**config.mk**
```make
export PLATFORM = sky130hd
export DESIGN_NAME = mfir_cell
export DESIGN_NICKNAME = d
export VERILOG_FILES = /design/src/hdl/mfir_pkg.sv /design/src/hdl/mfir_cell.sv
export SDC_FILE = /design/constraint.sdc
export NUM_CORES = 2
export LEC_CHECK = 0
export BUFFER_PORTS_ARGS = -buffer_cell sky130_fd_sc_hd__buf_2
export CAP_MARGIN = 20
export CORE_MARGIN = 2
export CORE_UTILIZATION = 35
export CTS_CLUSTER_SIZE = 24
export DETAILED_ROUTE_END_ITERATION = 6
export MAX_ROUTING_LAYER = met4
export PLACE_DENSITY = 0.55
export SETUP_SLACK_MARGIN = 0.1
export SLEW_MARGIN = 20
export SYNTH_ARGS = -nofsm -noshare
export SYNTH_HDL_FRONTEND = slang
export SYNTH_SLANG_ARGS = --single-unit
```
**constraint.sdc**
```tcl
create_clock -name clk_i -period 7 [get_ports clk_i]
set_clock_uncertainty 0.05 [all_clocks]
set_input_delay 1.05 -clock clk_i [delete_from_list [all_inputs] [get_ports clk_i]]
set_output_delay 1.05 -clock clk_i [all_outputs]
set_load 0.1 [all_outputs]
```
**src/hdl/mfir_pkg.sv**
```systemverilog
`timescale 1ns / 1ps
// ----------------------------------------------------------------------------
// mfir_pkg: shared types and constants of the multichannel FIR filter
// Sizes of the tap chain, the request codes and the item that walks the
// chain from cell to cell.
// ----------------------------------------------------------------------------
package mfir_pkg;

  localparam int unsigned MaxTaps     = 32;
  localparam int unsigned MaxChannels = 8;

  localparam int unsigned ReqW     = 2;
  localparam int unsigned ChanW    = 3;
  localparam int unsigned SampleW  = 16;
  localparam int unsigned CoefIdxW = 5;
  localparam int unsigned CoefW    = 32;
  localparam int unsigned TapCntW  = 6;
  localparam int unsigned FracBits = 16;

  localparam int unsigned TapIdxW  = (MaxTaps > 1) ? $clog2(MaxTaps) : 1;
  localparam int unsigned ChanIdxW = (MaxChannels > 1) ? $clog2(MaxChannels) : 1;
  localparam int unsigned ProdW    = CoefW + SampleW;
  localparam int unsigned AccW     = ProdW + $clog2(MaxTaps);

  typedef enum logic [ReqW-1:0] {
    ReqSample = 2'd0,
    ReqCoef   = 2'd1,
    ReqFlush  = 2'd2
  } req_e;

  // One item in flight along the tap chain.
  typedef struct packed {
    logic                       valid;
    req_e                       kind;
    logic                       filt;
    logic [ChanW-1:0]           ch;
    logic signed [SampleW-1:0]  x;
    logic signed [SampleW-1:0]  carry;
    logic signed [AccW-1:0]     acc;
    logic signed [ProdW-1:0]    prod;
    logic [CoefIdxW-1:0]        coef_index;
    logic signed [CoefW-1:0]    coef_value;
  } tok_t;

endpackage

```
**src/hdl/mfir_cell.sv**
```systemverilog
`timescale 1ns / 1ps
// ----------------------------------------------------------------------------
// mfir_cell: one tap of the FIR chain
// Holds one coefficient and one history slot per channel, multiplies the
// passing sample by its coefficient and hands the item on to the next tap.
// ----------------------------------------------------------------------------
module mfir_cell (
  input  logic                          clk_i,
  input  logic                          rst_ni,
  input  logic                          adv_i,
  input  logic [mfir_pkg::TapIdxW-1:0]  idx_i,
  input  logic [mfir_pkg::TapCntW-1:0]  tap_count_i,
  input  mfir_pkg::tok_t                tok_i,
  output mfir_pkg::tok_t                tok_o
);

  localparam int unsigned ChW   = mfir_pkg::ChanIdxW;
  localparam int unsigned AccW  = mfir_pkg::AccW;
  localparam int unsigned ProdW = mfir_pkg::ProdW;

  logic signed [mfir_pkg::CoefW-1:0]   coef_q, coef_d;
  logic signed [mfir_pkg::SampleW-1:0] hist_q [mfir_pkg::MaxChannels];
  logic signed [mfir_pkg::SampleW-1:0] hist_d [mfir_pkg::MaxChannels];
  mfir_pkg::tok_t                      tok_q, tok_d;
  logic [ChW-1:0]                      ch_idx;
  logic                                fire;
  logic                                use_tap;

  assign ch_idx  = ChW'(tok_i.ch);
  assign fire    = adv_i && tok_i.valid;
  assign use_tap = tok_i.filt && (32'(idx_i) < 32'(tap_count_i));

  always_comb begin
    tok_d       = tok_i;
    tok_d.acc   = $signed(tok_i.acc) + AccW'($signed(tok_i.prod));
    // Both factors are sign-extended to the full product width.
    tok_d.prod  = '0;
    if (use_tap) begin
      tok_d.prod = ProdW'($signed(coef_q) * $signed(tok_i.carry));
    end
    // The slot held here is the next older sample for the following tap.
    tok_d.carry = hist_q[ch_idx];
  end

  always_comb begin
    hist_d = hist_q;
    if (fire) begin
      if (tok_i.kind == mfir_pkg::ReqFlush) begin
        for (int i = 0; i < int'(mfir_pkg::MaxChannels); i++) begin
          hist_d[i] = '0;
        end
      end else if (tok_i.kind == mfir_pkg::ReqSample && tok_i.filt) begin
        hist_d[ch_idx] = tok_i.carry;
      end
    end
  end

  always_comb begin
    coef_d = coef_q;
    if (fire && tok_i.kind == mfir_pkg::ReqCoef &&
        32'(tok_i.coef_index) == 32'(idx_i)) begin
      coef_d = tok_i.coef_value;
    end
  end

  always_ff @(posedge clk_i or negedge rst_ni) begin
    if (!rst_ni) begin
      tok_q  <= '0;
      coef_q <= '0;
      for (int i = 0; i < int'(mfir_pkg::MaxChannels); i++) begin
        hist_q[i] <= '0;
      end
    end else begin
      coef_q <= coef_d;
      hist_q <= hist_d;
      if (adv_i) begin
        tok_q <= tok_d;
      end
    end
  end

  assign tok_o = tok_q;

endmodule
```
==> metrics.yaml <==
detailed_routing:
  wl_per_cell_um: 18.55
  drc: 0
  drt-initial-drc-count: 1270
  vias_per_cell: 4.932
  ant_nets: 0
  dr.pass1.iters: 5
  num_vias: 26420
  finalWirelength_um: 99420
logic_synthesis:
  synth_cells: 3542
  synth_ff_type: "dfrtp_1"
  yosysTopAreaCell: "fa_1"
  syn-cell-area_um2: 34100
  synthArstFlopShare_pct: 100.0
  yosysSeqAreaShare_pct: 24.73
  ys_ff_latch: 337
  synth.net_count: 4390
  yosysWarnings: 0
  ys_top_cells_by_area: "fa_1 29%, dfrtp_1 25%, inv_1 6.5%"
  yosysTopAreaCellShare_pct: 28.59
  syn_avg_cell_area_um2: 9.626
  synthDistinctLibCells: 78
  synth_edf_count: 0
critical_path:
  crit_fanout: 14
  critical_path_required_ps: 7450
  end_kind: "flop"
  arrival_ps: 7110
  startpoint_type: "input pin"
  critPathKind: "input pin to flop"
global_route:
  track_usage_pct: 20.85
  grt_antenna_before_repair: 10
  grt_pass1_wl_um: 157200
  grt_max_degree: 165
  overflow: 0
  grt_pass1_vias: 28060
cts:
  cts.htree.levels: 2
  clk_latency_ps: 630
  cts_tree: "done"
  cts_buffer_depth: 3
  ctsHoldBuffers: 0
  numCtsBuffers: 45
  path_clk_slew_ps: 60
  cts-root-buf: "clkbuf_16"
  cts_num_sinks: 337
layout:
  drive_above_1_share_pct: 21.20
  final_common_cell: "inv_1"
  regArea_um2: 8444
  area_delta_synth_final_pct: 18.89
  fill_cells: 9678
  num-nets-final: 4883
  final_cell_mix: "587 x inv_1, 509 x nand2_1, 486 x fa_1"
  multi_input_area_um2: 22910
floorplan:
  die-area_um2: 99930
  core-area_um2: 96570
  rows: 114
  io_pins: 368
  initial_utilization_pct: 35.31
  die_x_um: 316.1
  die_h_um: 316.1
timing:
  period_share_pct: 95.05
  relSlewSlack_pct: 24.07
  final.min_clock_period_ps: 6654
  fmax_ghz: 0.1503
  tightest_slew_ps: 1139
  finalSetupViolations: 0
  rsz0062_at_grt: "true"
  fin_setup_tns_ps: 0
  final_max_slew_viol_count: 0
  hold_viol: 0
  setup_ws_ps: 346.3
pwr:
  ir_drop_uv: 368.8
  power-per-cell-area_nw_per_um2: 287.3
  power_leakage_nw: 20.09
  power.total_w: 0.01165
outcome:
  status: "finished clean"
place:
  preCtsSetupSlack_ps: -521.6
  place_congestion: 0.8622
  port_buffers: 367
  dp.final_hpwl_um: 78230
hold_path:
  hold_path_class: "input pin to asynchronous set/reset pin"
run:
  max_cap_violations: 0
[cells in the mapped netlist, drive strengths merged (8+ instances only)]
library cell,n
a211o,9
a211oi,19
a21o,48
a21oi,113
a221oi,12
a22oi,12
a31oi,21
and2,209
and3,14
buf,17
clkbuf,144
dfrtp,337
fa,487
ha,170
inv,589
mux2,133
mux2i,20
mux4,8
nand2,510
nand2b,14
nand3,28
nand4,15
nor2,115
nor2b,9
nor3,15
o211ai,18
o21a,17
o21ai,190
o21bai,13
o2bb2ai,46
xnor2,49
xor2,45
[sequential cells by signal, indices dropped and copies added, names as in the netlist]
register and count:
hist_q 128, tok_o 177, coef_q 32
[through the flow]
step                hold slack [ps]  cell area (um^2)  utilization, %  cells
detailed placement            415.8             38870           40.25   5263
global placement              405.2             38870           40.25   5263
floorplan                     394.4             34110               -   3542
CTS                           280.5             40440           41.88   5346
global route                  308.9             40530           41.97   5356
finish                        275.8             40540           41.98   5358
[timing repair]
action	in CTS	in global routing
resized for setup	0	29
setup buffers	0	1
hold endpoints to repair	0	0
setup endpoints to repair	0	16
[critical path, stage by stage]
cell       delay, ps
buf_2            370
nand2_1          120
fa_1             500
inv_1             50
fa_1             550
fa_1             440
fa_1             470
fa_1             510
inv_1             50
fa_1             470
inv_1             40
ha_1             390
nand4_2          130
or4_4            580
o41ai_4          260
o31a_4           230
a31oi_4          110
nor3_4           160
o2111ai_1        140
and3b_1          200
o32ai_1          240
[final cells by class]
| class | instances | area share, % |
|---|---|---|
| Inverter | 589 | 5.454 |
| Timing Repair Buffer | 607 | 9.316 |
| Sequential cell | 337 | 20.83 |
| Clock buffer | 66 | 3.195 |
| Antenna cell | 11 | 0.06791 |
| Tap cell | 1276 | 3.939 |
| Clock inverter | 17 | 0.6822 |
| Multi-Input combinational cell | 2455 | 56.51 |
[kinds of logic after synthesis]
group                      Yosys count  share of synthesized area, %
and+or+nand+nor                    968                         13.19
buffers and inverters              750                         8.268
adders and majority gates          657                         34.83
AOI/OAI and AO/OA                  575                         11.05
DFF                                337                         24.73
muxes                              161                         5.508
xor gates and xnor gates            94                         2.415
[routing by layer]
layer / GRT usage (%) / routed length (um) / vias up
li1: - / - / 12290
met1: 25.51 / 41230 / 13350
met2: 35.37 / 50280 / 657
met3: 3.349 / 5173 / 126
met4: 6.377 / 2726 / 0
met5: - / 0 / -
[worst paths after layout]
check / start / end / slack (ps) / cells past startpoint
setup reg to reg: coef_q[10] / tok_o[83] / 440 / 21
hold reg to reg: hist_q[9] / hist_q[9] / 420 / 2
hold / removal: rst_ni / tok_o[102] / 280 / 1
min in group clk_i: hist_q[9] / hist_q[9] / 420 / 2
setup / recovery: tok_i[150] / tok_o[83] / 350 / 21
max in group asynchronous: rst_ni / coef_q[11] / 5160 / 2
[power breakdown]
| part | leakage [nW] | switching (W) | internal (W) |
|---|---|---|---|
| clock network | 0.758 | 0.000991 | 0.00145 |
| logic | 15.0 | 0.00434 | 0.00248 |
| registers | 4.35 | 0.000178 | 0.00221 |
Power figures use the tool's default switching activity.
